$ cat config.mk
export PLATFORM = sky130hd
export DESIGN_NAME = torch_height_control
export DESIGN_NICKNAME = d
export VERILOG_FILES = /design/src/rtl/thc_pkg.sv /design/src/rtl/torch_height_control.sv /design/src/rtl/thc_front.sv /design/src/rtl/thc_back.sv
export SDC_FILE = /design/constraint.sdc
export NUM_CORES = 2
export LEC_CHECK = 0
export BUFFER_PORTS_ARGS = -buffer_cell sky130_fd_sc_hd__buf_2
export CAP_MARGIN = 20
export CORE_ASPECT_RATIO = 1.4
export CORE_MARGIN = 4
export CORE_UTILIZATION = 50
export CTS_BUF_LIST = sky130_fd_sc_hd__clkbuf_8
export DETAILED_ROUTE_END_ITERATION = 8
export PLACE_DENSITY_LB_ADDON = 0.1
export SYNTH_ARGS = -nofsm -noshare
export SYNTH_HDL_FRONTEND = slang
export SYNTH_SLANG_ARGS = --single-unit
$ cat constraint.sdc
create_clock -name clk -period 17.1 [get_ports clk]
set_input_delay 0.855 -clock clk [delete_from_list [all_inputs] [get_ports clk]]
set_output_delay 0.855 -clock clk [all_outputs]
set_load 0.02 [all_outputs]
$ cat src/rtl/thc_pkg.sv
// shared types and constants for the torch height controller
package thc_pkg;

  localparam int unsigned COUNTS_W  = 12;
  localparam int unsigned FILTER_W  = 28;
  localparam int unsigned FRAC_W    = 16;
  localparam int unsigned WEIGHT_W  = 16;
  localparam int unsigned DELAY_W   = 16;
  localparam int unsigned TIMER_W   = 17;
  localparam int unsigned ELAPSED_W = 10;
  localparam int unsigned STEPS_W   = 8;
  localparam int unsigned CFG_IDX_W = 3;
  localparam int unsigned CFG_DAT_W = 16;

  localparam logic [TIMER_W-1:0]    TIMER_MAX        = '1;
  localparam logic [WEIGHT_W:0]     WEIGHT_ONE       = {1'b1, {WEIGHT_W{1'b0}}};
  localparam logic [COUNTS_W-1:0]   SETPOINT_RESET   = 12'd0;
  localparam logic [COUNTS_W-1:0]   MIN_SETPT_RESET  = 12'd593;
  localparam logic [DELAY_W-1:0]    ARC_DELAY_RESET  = 16'd0;
  localparam logic [WEIGHT_W-1:0]   WEIGHT_RESET     = 16'd0;
  localparam logic [STEPS_W-1:0]    STEPS_RESET      = 8'd1;

  // register indexes of the write port
  localparam logic [CFG_IDX_W-1:0] REG_SETPOINT     = 3'd0;
  localparam logic [CFG_IDX_W-1:0] REG_MIN_SETPOINT = 3'd1;
  localparam logic [CFG_IDX_W-1:0] REG_ARC_DELAY    = 3'd2;
  localparam logic [CFG_IDX_W-1:0] REG_WEIGHT       = 3'd3;
  localparam logic [CFG_IDX_W-1:0] REG_STEPS        = 3'd4;

  // kind of beat, decoded from func
  typedef enum logic {
    ITEM_SAMPLE  = 1'b0,
    ITEM_CONTROL = 1'b1
  } item_kind_t;

  // one classified item as held in the queue
  typedef struct packed {
    item_kind_t             kind;
    logic [COUNTS_W-1:0]    adc_sample;
    logic                   plasma_on;
    logic                   suspended;
    logic [ELAPSED_W-1:0]   elapsed_ms;
  } item_t;

  // queue head as seen by the back end
  typedef struct packed {
    logic  valid;
    item_t item;
  } queue_head_t;

endpackage

$ cat src/rtl/torch_height_control.sv
// top level of the plasma torch height controller
// Plasma torch height controller. Sample beats (func 0) fold a 12-bit arc voltage reading
// into an exponential average, control beats (func 1) time the arc and drive a bang-bang
// Z step request; every beat gives one result beat. The block takes one beat per clock
// cycle while item_stall is low: the filter multiplies, the timer add and the setpoint
// compare for an item are combinational at the back end, with the loop state updated as
// the result is registered. An accepted beat is first written into the queue, then its
// result is registered at the result port. A queue of QUEUE_DEPTH entries (at least 2)
// sits between the input and the back end, so the input keeps taking beats while a
// result waits on result_stall, until the queue fills. Settings are written by the user
// through cfg_write, cfg_index and cfg_data only while the block is idle; not enforced.
module torch_height_control import thc_pkg::*; #(
  parameter int unsigned QUEUE_DEPTH = 2
) (
  input  logic                 clk,
  input  logic                 rst,
  input  logic                 cfg_write,
  input  logic [CFG_IDX_W-1:0] cfg_index,
  input  logic [CFG_DAT_W-1:0] cfg_data,
  input  logic                 item_valid,
  output logic                 item_stall,
  input  logic                 func,
  input  logic [COUNTS_W-1:0]  adc_sample,
  input  logic                 plasma_on,
  input  logic                 suspended,
  input  logic [ELAPSED_W-1:0] elapsed_ms,
  output logic                 result_valid,
  input  logic                 result_stall,
  output logic [COUNTS_W-1:0]  filtered_counts,
  output logic [STEPS_W-1:0]   step_request,
  output logic                 step_down,
  output logic                 loop_running,
  output logic                 plasma_disable
);

  queue_head_t head;
  logic        pop;

  // front end and queue
  thc_front #(
    .QUEUE_DEPTH(QUEUE_DEPTH)
  ) u_front (
    .clk        (clk),
    .rst        (rst),
    .item_valid (item_valid),
    .item_stall (item_stall),
    .func       (func),
    .adc_sample (adc_sample),
    .plasma_on  (plasma_on),
    .suspended  (suspended),
    .elapsed_ms (elapsed_ms),
    .head       (head),
    .pop        (pop)
  );

  // back end
  thc_back u_back (
    .clk             (clk),
    .rst             (rst),
    .cfg_write       (cfg_write),
    .cfg_index       (cfg_index),
    .cfg_data        (cfg_data),
    .head            (head),
    .pop             (pop),
    .result_valid    (result_valid),
    .result_stall    (result_stall),
    .filtered_counts (filtered_counts),
    .step_request    (step_request),
    .step_down       (step_down),
    .loop_running    (loop_running),
    .plasma_disable  (plasma_disable)
  );

endmodule

$ cat src/rtl/thc_front.sv
// input side: accepts item beats, classifies them and queues them for the back end
module thc_front import thc_pkg::*; #(
  parameter int unsigned QUEUE_DEPTH = 2
) (
  input  logic                 clk,
  input  logic                 rst,
  input  logic                 item_valid,
  output logic                 item_stall,
  input  logic                 func,
  input  logic [COUNTS_W-1:0]  adc_sample,
  input  logic                 plasma_on,
  input  logic                 suspended,
  input  logic [ELAPSED_W-1:0] elapsed_ms,
  output queue_head_t          head,
  input  logic                 pop
);

  localparam int unsigned PTR_W = $clog2(QUEUE_DEPTH);
  localparam int unsigned CNT_W = $clog2(QUEUE_DEPTH + 1);
  localparam logic [PTR_W-1:0] LAST_PTR = PTR_W'(QUEUE_DEPTH - 1);
  localparam logic [CNT_W-1:0] FULL_CNT = CNT_W'(QUEUE_DEPTH);

  item_t            store [QUEUE_DEPTH];
  logic [PTR_W-1:0] wr_ptr;
  logic [PTR_W-1:0] rd_ptr;
  logic [CNT_W-1:0] count;
  logic             push;
  logic             do_pop;
  item_t            decoded;

  // classify the incoming beat
  always_comb begin
    decoded.kind       = func ? ITEM_CONTROL : ITEM_SAMPLE;
    decoded.adc_sample = adc_sample;
    decoded.plasma_on  = plasma_on;
    decoded.suspended  = suspended;
    decoded.elapsed_ms = elapsed_ms;
  end

  assign item_stall = (count == FULL_CNT);
  assign push       = item_valid && !item_stall;
  assign do_pop     = pop && (count != '0);

  // queue storage
  always_ff @(posedge clk) begin
    if (push) begin
      store[wr_ptr] <= decoded;
    end
  end

  // pointers and fill count
  always_ff @(posedge clk) begin
    if (rst) begin
      wr_ptr <= '0;
      rd_ptr <= '0;
      count  <= '0;
    end else begin
      if (push) begin
        wr_ptr <= (wr_ptr == LAST_PTR) ? '0 : wr_ptr + 1'b1;
      end
      if (do_pop) begin
        rd_ptr <= (rd_ptr == LAST_PTR) ? '0 : rd_ptr + 1'b1;
      end
      if (push && !do_pop) begin
        count <= count + 1'b1;
      end else if (do_pop && !push) begin
        count <= count - 1'b1;
      end
    end
  end

  assign head.valid = (count != '0);
  assign head.item  = store[rd_ptr];

endmodule

$ cat src/rtl/thc_back.sv
// back end: settings registers, filter, arc timer, bang-bang loop and result register
module thc_back import thc_pkg::*; (
  input  logic                 clk,
  input  logic                 rst,
  input  logic                 cfg_write,
  input  logic [CFG_IDX_W-1:0] cfg_index,
  input  logic [CFG_DAT_W-1:0] cfg_data,
  input  queue_head_t          head,
  output logic                 pop,
  output logic                 result_valid,
  input  logic                 result_stall,
  output logic [COUNTS_W-1:0]  filtered_counts,
  output logic [STEPS_W-1:0]   step_request,
  output logic                 step_down,
  output logic                 loop_running,
  output logic                 plasma_disable
);

  logic [COUNTS_W-1:0] setpoint;
  logic [COUNTS_W-1:0] min_setpoint;
  logic [DELAY_W-1:0]  arc_delay;
  logic [WEIGHT_W-1:0] weight;
  logic [STEPS_W-1:0]  steps;

  logic [FILTER_W-1:0] filtered_voltage;
  logic                running_flag;
  logic [TIMER_W-1:0]  arc_timer;
  logic [STEPS_W-1:0]  step_count;
  logic                direction_down;

  logic [FILTER_W-1:0] filtered_voltage_next;
  logic                running_flag_next;
  logic [TIMER_W-1:0]  arc_timer_next;
  logic [STEPS_W-1:0]  step_count_next;
  logic                direction_down_next;
  logic                disable_next;

  logic                    advance;
  logic [WEIGHT_W:0]       new_weight;
  logic [COUNTS_W+WEIGHT_W:0] new_part;
  logic [FILTER_W+WEIGHT_W-1:0] old_part;
  logic [FILTER_W+1:0]     blended;
  logic [TIMER_W:0]        timer_sum;
  logic                    arc_enabled;
  logic [FILTER_W-1:0]     target;

  // settings registers
  always_ff @(posedge clk) begin
    if (rst) begin
      setpoint     <= SETPOINT_RESET;
      min_setpoint <= MIN_SETPT_RESET;
      arc_delay    <= ARC_DELAY_RESET;
      weight       <= WEIGHT_RESET;
      steps        <= STEPS_RESET;
    end else if (cfg_write) begin
      unique case (cfg_index)
        REG_SETPOINT:     setpoint     <= cfg_data[COUNTS_W-1:0];
        REG_MIN_SETPOINT: min_setpoint <= cfg_data[COUNTS_W-1:0];
        REG_ARC_DELAY:    arc_delay    <= cfg_data[DELAY_W-1:0];
        REG_WEIGHT:       weight       <= cfg_data[WEIGHT_W-1:0];
        REG_STEPS:        steps        <= cfg_data[STEPS_W-1:0];
        default: ;
      endcase
    end
  end

  // take the queue head whenever the result register is free or being drained
  assign advance = head.valid && (!result_valid || !result_stall);
  assign pop     = advance;

  // exponential filter: sample weighted by one minus w, old average by w
  assign new_weight = WEIGHT_ONE - {1'b0, weight};
  assign new_part   = head.item.adc_sample * new_weight;
  assign old_part   = filtered_voltage * weight;
  assign blended    = {1'b0, new_part} + {2'b00, old_part[FILTER_W+WEIGHT_W-1:WEIGHT_W]};

  // arc timer, saturating add
  assign timer_sum   = {1'b0, arc_timer} + {{(TIMER_W+1-ELAPSED_W){1'b0}}, head.item.elapsed_ms};
  assign arc_enabled = head.item.plasma_on && !head.item.suspended && (setpoint > min_setpoint);
  assign target      = {setpoint, {FRAC_W{1'b0}}};

  // next state for the item at the head of the queue
  always_comb begin
    filtered_voltage_next = filtered_voltage;
    running_flag_next     = running_flag;
    arc_timer_next        = arc_timer;
    step_count_next       = step_count;
    direction_down_next   = direction_down;
    disable_next          = 1'b0;
    unique case (head.item.kind)
      ITEM_SAMPLE: begin
        if (running_flag) begin
          filtered_voltage_next = blended[FILTER_W-1:0];
        end else begin
          filtered_voltage_next = {head.item.adc_sample, {FRAC_W{1'b0}}};
        end
      end
      ITEM_CONTROL: begin
        disable_next = head.item.suspended;
        if (arc_enabled) begin
          arc_timer_next    = timer_sum[TIMER_W] ? TIMER_MAX : timer_sum[TIMER_W-1:0];
          running_flag_next = arc_timer_next > {1'b0, arc_delay};
        end else begin
          arc_timer_next    = '0;
          running_flag_next = 1'b0;
          step_count_next   = '0;
        end
        if (running_flag_next) begin
          if (filtered_voltage > target) begin
            step_count_next     = steps;
            direction_down_next = 1'b1;
          end else if (filtered_voltage < target) begin
            step_count_next     = steps;
            direction_down_next = 1'b0;
          end
        end
      end
      default: ;
    endcase
  end

  // loop state
  always_ff @(posedge clk) begin
    if (rst) begin
      filtered_voltage <= '0;
      running_flag     <= 1'b0;
      arc_timer        <= '0;
      step_count       <= '0;
      direction_down   <= 1'b0;
    end else if (advance) begin
      filtered_voltage <= filtered_voltage_next;
      running_flag     <= running_flag_next;
      arc_timer        <= arc_timer_next;
      step_count       <= step_count_next;
      direction_down   <= direction_down_next;
    end
  end

  // result beat valid
  always_ff @(posedge clk) begin
    if (rst) begin
      result_valid <= 1'b0;
    end else if (advance) begin
      result_valid <= 1'b1;
    end else if (!result_stall) begin
      result_valid <= 1'b0;
    end
  end

  // result payload
  always_ff @(posedge clk) begin
    if (advance) begin
      filtered_counts <= filtered_voltage_next[FILTER_W-1:FRAC_W];
      step_request    <= step_count_next;
      step_down       <= direction_down_next;
      loop_running    <= running_flag_next;
      plasma_disable  <= disable_next;
    end
  end

endmodule

; Word level (Yosys, flattened, before mapping)
; Memory sizes are Yosys's and may differ from the RTL's. A register that Yosys moved wholly into a read port is not among the register bits.
; Cells that the tools add are included.
[op_classes]
n_div = 0
n_lt_le_gt_ge = 4
n_shift = 0
multipliers = 2
n_bitwise = 1
muxes = 27
reduce_logical = 24
n_eq_ne = 6
addsub = 7
[op_table]
columns = cell, count
row1 = 2-to-1 mux 28 bit, 2
row2 = multiplier 28 x 16 -> 44 bit, 1
row3 = 2-to-1 mux 8 bit, 5
row4 = 2-to-1 mux 17 bit, 2
row5 = adder 28 bit, 1
row6 = greater-than comparator 28 bit, 1
row7 = < comparator 28 bit, 1
row8 = multiplier 12 x 17 -> 28 bit, 1
row9 = adder 17 x 10 -> 18 bit, 1
row10 = greater-than comparator 17 x 16 -> 1 bit, 1
row11 = subtractor 17 x 16 -> 17 bit (first input constant), 1
row12 = 2-to-1 mux 1 bit, 16
row13 = AND reduction 2 bit, 7
row14 = greater-than comparator 12 bit, 1
row15 = logical AND 1 bit, 7
row16 = equality test 3 x 2 -> 1 bit (second input constant), 2
row17 = logical NOT 1 bit, 6
row18 = 2-to-1 mux 2 bit, 2
row19 = nonzero test 2 bit, 2
row20 = equality test 3 x 1 -> 1 bit (second input constant), 1
row21 = equality test 3 bit (second input constant), 1
row22 = logical NOT 3 bit, 1
row23 = adder 1 bit (second input constant), 2
row24 = adder 2 x 1 -> 2 bit (second input constant), 1
row25 = other kinds (5), 5
[totals]
memories = 1
mem_bits_ro = 0
latchBits = 0
ramBits = 50
register_bits = 147
in_bits = 49
out_inout_bits = 25
[mem_list]
columns = memory, depth, word_bits, read_ports, rd_clocked_by_memory_dff, wr, line
row1 = u_front.store, 2, 25, 1, 1, 1, thc_front.sv:23  ; item_t store [QUEUE_DEPTH];

; Longest topological paths before layout
[logic_depth]
depth_word = 8
ltp_mapped = 42
ltp_nobuf = 41

; Hierarchy
; A second synthesis with hierarchy kept.
[unflattened]
hier_cells = 3347
hier_area_um2 = 30047.6
[modules_own_cells]
columns = mod, area_per_inst_um2, seq_area_each_um2, cells_per_inst, n_inst
row1 = thc_back, 28026.9, 3093.0, 3244, 1
row2 = thc_front, 2020.7, 1601.5, 103, 1

; Least setup slack after synthesis
; Ideal clock, no wire load.
[synth_path]
kind = reg2reg
startpoint = register u_back.weight[2]
endpoint = register u_back.filtered_counts[11] (data pin)
path_stages_with_launch = 41
arrival_ps = 10161
t_required_ps = 16962
setup_time_ps = 138
slack_ps = 6801
path_cell_list = dfxtp_1 -> clkbuf_1 -> clkbuf_1 -> clkbuf_1 -> nand2_1 -> fa_1 -> inv_1 -> fa_1 -> inv_1 -> fa_1 -> inv_1 -> fa_1 -> fa_1 -> inv_1 -> fa_1 -> inv_1 -> ha_1 -> a21o_1 -> (+5 left out) -> a21o_1 -> a211o_1 -> nand2_1 -> fa_1 -> fa_1 -> fa_1 -> fa_1 -> inv_1 -> ha_1 -> and4_1 -> and3_1 -> a211o_1 -> and3_1 -> a21oi_1 -> a31o_2 -> xnor3_1 -> or4_1 -> nand4_1
[synth_via]
elab_chain_cells = 5
[synth_lines]
columns = item, line
row1 = from (decl), thc_back.sv:22  ; logic [WEIGHT_W-1:0] weight;
row2 = from (signal assigned), thc_back.sv:60  ; REG_WEIGHT: weight <= cfg_data[WEIGHT_W-1:0];
row3 = subtractor 17 x 16 -> 17 bit, thc_back.sv:72  ; assign new_weight = WEIGHT_ONE - {1'b0, weight};
row4 = multiplier 12 x 17 -> 28 bit, thc_back.sv:73  ; assign new_part = head.item.adc_sample * new_weight;
row5 = adder 28 bit (*), thc_back.sv:75  ; assign blended = {1'b0, new_part} + {2'b00, old_part[FILTER_W+WEIGHT_W-1:WEIGHT_W]};
row6 = 2-to-1 mux 28 bit (*), thc_back.sv:92  ; if (running_flag) begin
row7 = 2-to-1 mux 28 bit (*), thc_back.sv:90  ; unique case (head.item.kind)
row8 = via u_back.filtered_voltage_next[27], thc_back.sv:31  ; logic [FILTER_W-1:0] filtered_voltage_next;
row9 = to (signal assigned), thc_back.sv:153  ; filtered_counts <= filtered_voltage_next[FILTER_W-1:FRAC_W];
row10 = to (decl), thc_back.sv:12  ; output logic [COUNTS_W-1:0] filtered_counts,
; Mark *: on every way through the listed nets, which the timed path passes. The rest lies on a longest branch.
; A chain may end at the register's enable or synchronous reset.

; Final worst setup path
[layout_path]
startpoint = register u_back.filtered_voltage[6]
endpoint = register u_back.filtered_counts[9] (data pin)
[layout_via]
elab_chain_cells = 4
[layout_lines]
columns = item, line
row1 = from (decl), thc_back.sv:25  ; logic [FILTER_W-1:0] filtered_voltage;
row2 = from (signal assigned), thc_back.sv:131  ; filtered_voltage <= filtered_voltage_next;
row3 = multiplier 28 x 16 -> 44 bit, thc_back.sv:74  ; assign old_part = filtered_voltage * weight;
row4 = adder 28 bit, thc_back.sv:75
row5 = 2-to-1 mux 28 bit, thc_back.sv:92
row6 = 2-to-1 mux 28 bit, thc_back.sv:90
row7 = via u_back.filtered_voltage_next[25], thc_back.sv:31
; The timed path passes the listed nets, and every way through them passes these cells.

==> run summary <==
=================================================================================================================
Main combinational cell family by area after synthesis                                                adder cells
Final setup violating endpoints                                                                                 0
Post-CTS Setup Inserts                                                                                          0
Top post-synthesis cells by count                                                                    660 x inv_1, 619 x nand2_1, 537 x fa_1
Post-Place Cells                                                                                             4115
Dominant cell type by count on the critical path                                                             fa_1
Y dimension of the die                                                                                   298.1 um
Start of the worst register-to-register path                                                         u_back.filtered_voltage[6]
Most area-consuming cells after synthesis                                                            fa_1 36%, ha_1 9.5%, dfxtp_1 8.3%
Multi-input logic area                                                                                 22270 um^2
Worst reg-to-reg path cell count                                                                               34
Type of the worst setup path                                                                         register to register
Synth warnings                                                                                                  0
Number of buffers between clock root and the deepest sink                                                       2
Clk Latency, worst-skew pair                                                                               540 ps
Number of antenna violations at the first check in global routing                                               1
Number of enable flip-flop cells after synthesis                                                               73
Starting density of the core                                                                               50.36%
Die Area                                                                                               64150 um^2
Slew Limit Headroom                                                                                        23.54%
Cts bufs inserted                                                                                              17
Endpoint type of the worst setup path                                                                    register
Max-Cap Viols                                                                                                   0
Worst IR drop on VDD                                                                                  0.0002353 V
Total DRC errors in the routed layout                                                                           0
Compound-cell area share of the yosys netlist                                                              8.372%
Setup repair after global routing missed its margin                                                         false
Setup TNS Final                                                                                              0 ps
Worst R2R End                                                                                        u_back.filtered_counts[9]
Post-layout nets                                                                                             4193
Non-Filler Instances                                                                                         4148
Synth async-reset ratio                                                                                        0%
Mux share of post-synthesis cell area                                                                      1.120%
Layout cells sized above 1                                                                                 5.986%
Flip-flop and latch count after synthesis                                                                     198
Arithmetic-cell share of the synthesized area counting full adders, half adders and majority gates         45.30%
Kind of path behind the tightest hold check                                                          register to register
Final routed wirelength across all metal layers                                                          83800 um
Syn Nets                                                                                                     4208
Average footprint of a synthesized cell                                                                8.858 um^2
Clock transition at the registers of the reported paths                                                    110 ps
Cell area after technology mapping                                                                     30050 um^2
Launch point of the worst path                                                                       u_back.filtered_voltage[6]
GRT Total Usage                                                                                            26.61%
Top achievable clock speed                                                                              85.65 MHz
Area overhead of the layout relative to synthesis                                                          5.275%
Maximum cell stage delay along the critical path                                                           910 ps
Residual antenna-violating net count after detailed routing                                                     0
Max Slew Vio Count                                                                                              0
Dominant register cell in the synthesized netlist                                                         dfxtp_1
Largest area contributor in the synthesized netlist                                                          fa_1
Minimum clock period after layout                                                                        11680 ps
Total leakage power                                                                                      14.83 nW
Hold violation count in the final report                                                                        0
Number of buffer cells added on primary ports                                                                  73
Number of hold-repair buffers added at the cts stage                                                            0
CORE AREA                                                                                              59680 um^2
# fillers                                                                                                    5646
Simple logic cell fraction of the synthesized area                                                         16.91%
Worst setup slack before clock tree synthesis                                                             5569 ps
Final Cycle Share                                                                                          68.28%
Top-area cell type share of the netlist area                                                               35.77%
Footprint of the flip-flops and latches                                                                 4695 um^2
Number of clock sinks                                                                                         198
Post-Syn Instances                                                                                           3393
Average via count per standard cell                                                                         5.560
Result of the run                                                                                    finished, final reports clean
Standard cell with the maximum stage delay on the critical path                                           dfxtp_1
XOR/XNOR share of the synthesized area                                                                     2.377%
Register area share after synthesis                                                                        15.62%
Grt total ovfl                                                                                                  0
Actual transition at the worst max-transition pin                                                         1143 ps
Power density over cell area                                                                         121.7 nW/um^2
Setup slack of the critical path after layout                                                             5424 ps
Row Count                                                                                                     106
Maximum fanout along the worst path                                                                            18
First drt pass iteration count                                                                                  5
Number of distinct library cell variants in the gate-level netlist after synthesis                             77
Capture point of the critical path                                                                   u_back.filtered_counts[9]
DRC marker count from the first detailed-route iteration                                                     1248
Required time of the critical path                                                                       17350 ps
TritonCTS clock tree                                                                                         done
Crit path launch type                                                                                    register
Wire length per cell                                                                                     20.20 um
Detailed placer's ending HPWL                                                                            64740 um
Util after Layout                                                                                          53.01%
Maximum number of pins on one net before global-route repair                                                   77
Most frequent cell after synthesis                                                                          inv_1
Via count of the first global-routing pass                                                                  25110
Io pins                                                                                                        74
Flop2flop setup slack                                                                                     5420 ps
Routability cong.                                                                                          0.9124
First-pass GRT wire length                                                                              134500 um
# H-tree levels                                                                                                 4
Vias                                                                                                        23060
Die Width                                                                                                215.2 um
Root Buffer Master                                                                                       clkbuf_8
Crit path DAT                                                                                            11930 ps
Clock skew                                                                                               28.73 ps
Post-CTS sizing                                                                                                 0
=================================================================================================================
report_power, final:
group          switching [mW]  total, mW  internal [mW]
clock network           0.201      0.329          0.129
registers              0.0529      0.619          0.566
logic                    1.79       2.90           1.11
total                    2.05       3.85           1.80
registers in the layout (all words and copies together) (netlist names), 2 cells and up, named ones only:
| name | count |
|---|---|
| u_back.min_setpoint | 12 |
| u_back.filtered_voltage | 28 |
| u_back.arc_delay | 16 |
| u_back.filtered_counts | 12 |
| u_back.arc_timer | 17 |
| u_back.setpoint | 12 |
| u_back.weight | 16 |
| u_back.steps | 8 |
| u_back.step_request | 8 |
| u_back.step_count | 8 |
| u_front.store | 50 |
| u_front.count | 2 |
worst max-delay path, delay by kind of cell, from the launching register on:
kind	cells	cell delay (ps)
adders and majority gates	12	5510
and+or+nand+nor	8	1870
AOI/OAI and AO/OA	9	2810
DFF	1	910
buffers and inverters	5	260
cell type report:
| cell class | instances | area share, % |
|---|---|---|
| antenna | 1 | 0.007909 |
| clock buffer | 18 | 0.7830 |
| clock inverter | 14 | 0.5774 |
| inverter | 660 | 7.830 |
| multi-input combinational | 2371 | 70.40 |
| sequential | 198 | 14.84 |
| tap | 756 | 2.990 |
| timing repair buffer | 130 | 2.578 |
metrics by stage:
step / hold WS (ps) / area (um^2) / power [mW]
CTS: 453.7 / 31640 / 3.867
global placement: 445.1 / 31150 / 3.460
finish: 461.9 / 31640 / 3.850
global route: 472.4 / 31640 / 4.259
detailed placement: 448.0 / 31210 / 3.518
floorplan: 436.2 / 30050 / 2.762
cells by family after synthesis:
family          after synthesis
fa+ha+maj                   766
compound gates              390
mux                          31
flops                       198
simple gates               1104
buf+inv                     824
xor+xnor                     80
cells in the final DEF, fill, tap and decap left out, types with 11 or more instances in the layout:
cell / instances
inv_1: 660
nand2_1: 619
fa_1: 537
ha_1: 229
and2_1: 210
a21oi_1: 138
dfxtp_1: 125
nor2_1: 106
edfxtp_1: 73
buf_2: 72
buf_4: 57
o21ai_0: 53
xnor2_1: 40
xor2_1: 39
nand3_1: 30
a21o_1: 30
nor2b_1: 30
mux2_2: 21
o21a_1: 20
nand4_1: 19
nor3_1: 18
nand2b_1: 18
clkbuf_8: 18
o21ai_1: 17
a22oi_1: 16
a211oi_1: 15
a31oi_1: 14
and3_1: 13
a22o_1: 11
how the worst min path moves through the flow:
stage                                      end  depth (start not counted)                 start
after detailed placement  u_back.arc_delay[11]                          2  u_back.arc_delay[11]
after global routing       u_front.store[0][1]                          1         elapsed_ms[1]
after global placement     u_back.arc_delay[6]                          2   u_back.arc_delay[6]
after CTS                 u_front.store[1][10]                          1             suspended
after floorplan            u_back.arc_timer[6]                          2   u_back.arc_timer[6]
final                         u_back.weight[9]                          2      u_back.weight[9]
routing by layer:
metal	global-route usage [%]	wire, um
met1	30.85	31240
met2	50.75	45910
met3	2.867	3676
met4	9.053	2972
met5	0	0
Power figures use the tool's default switching activity.
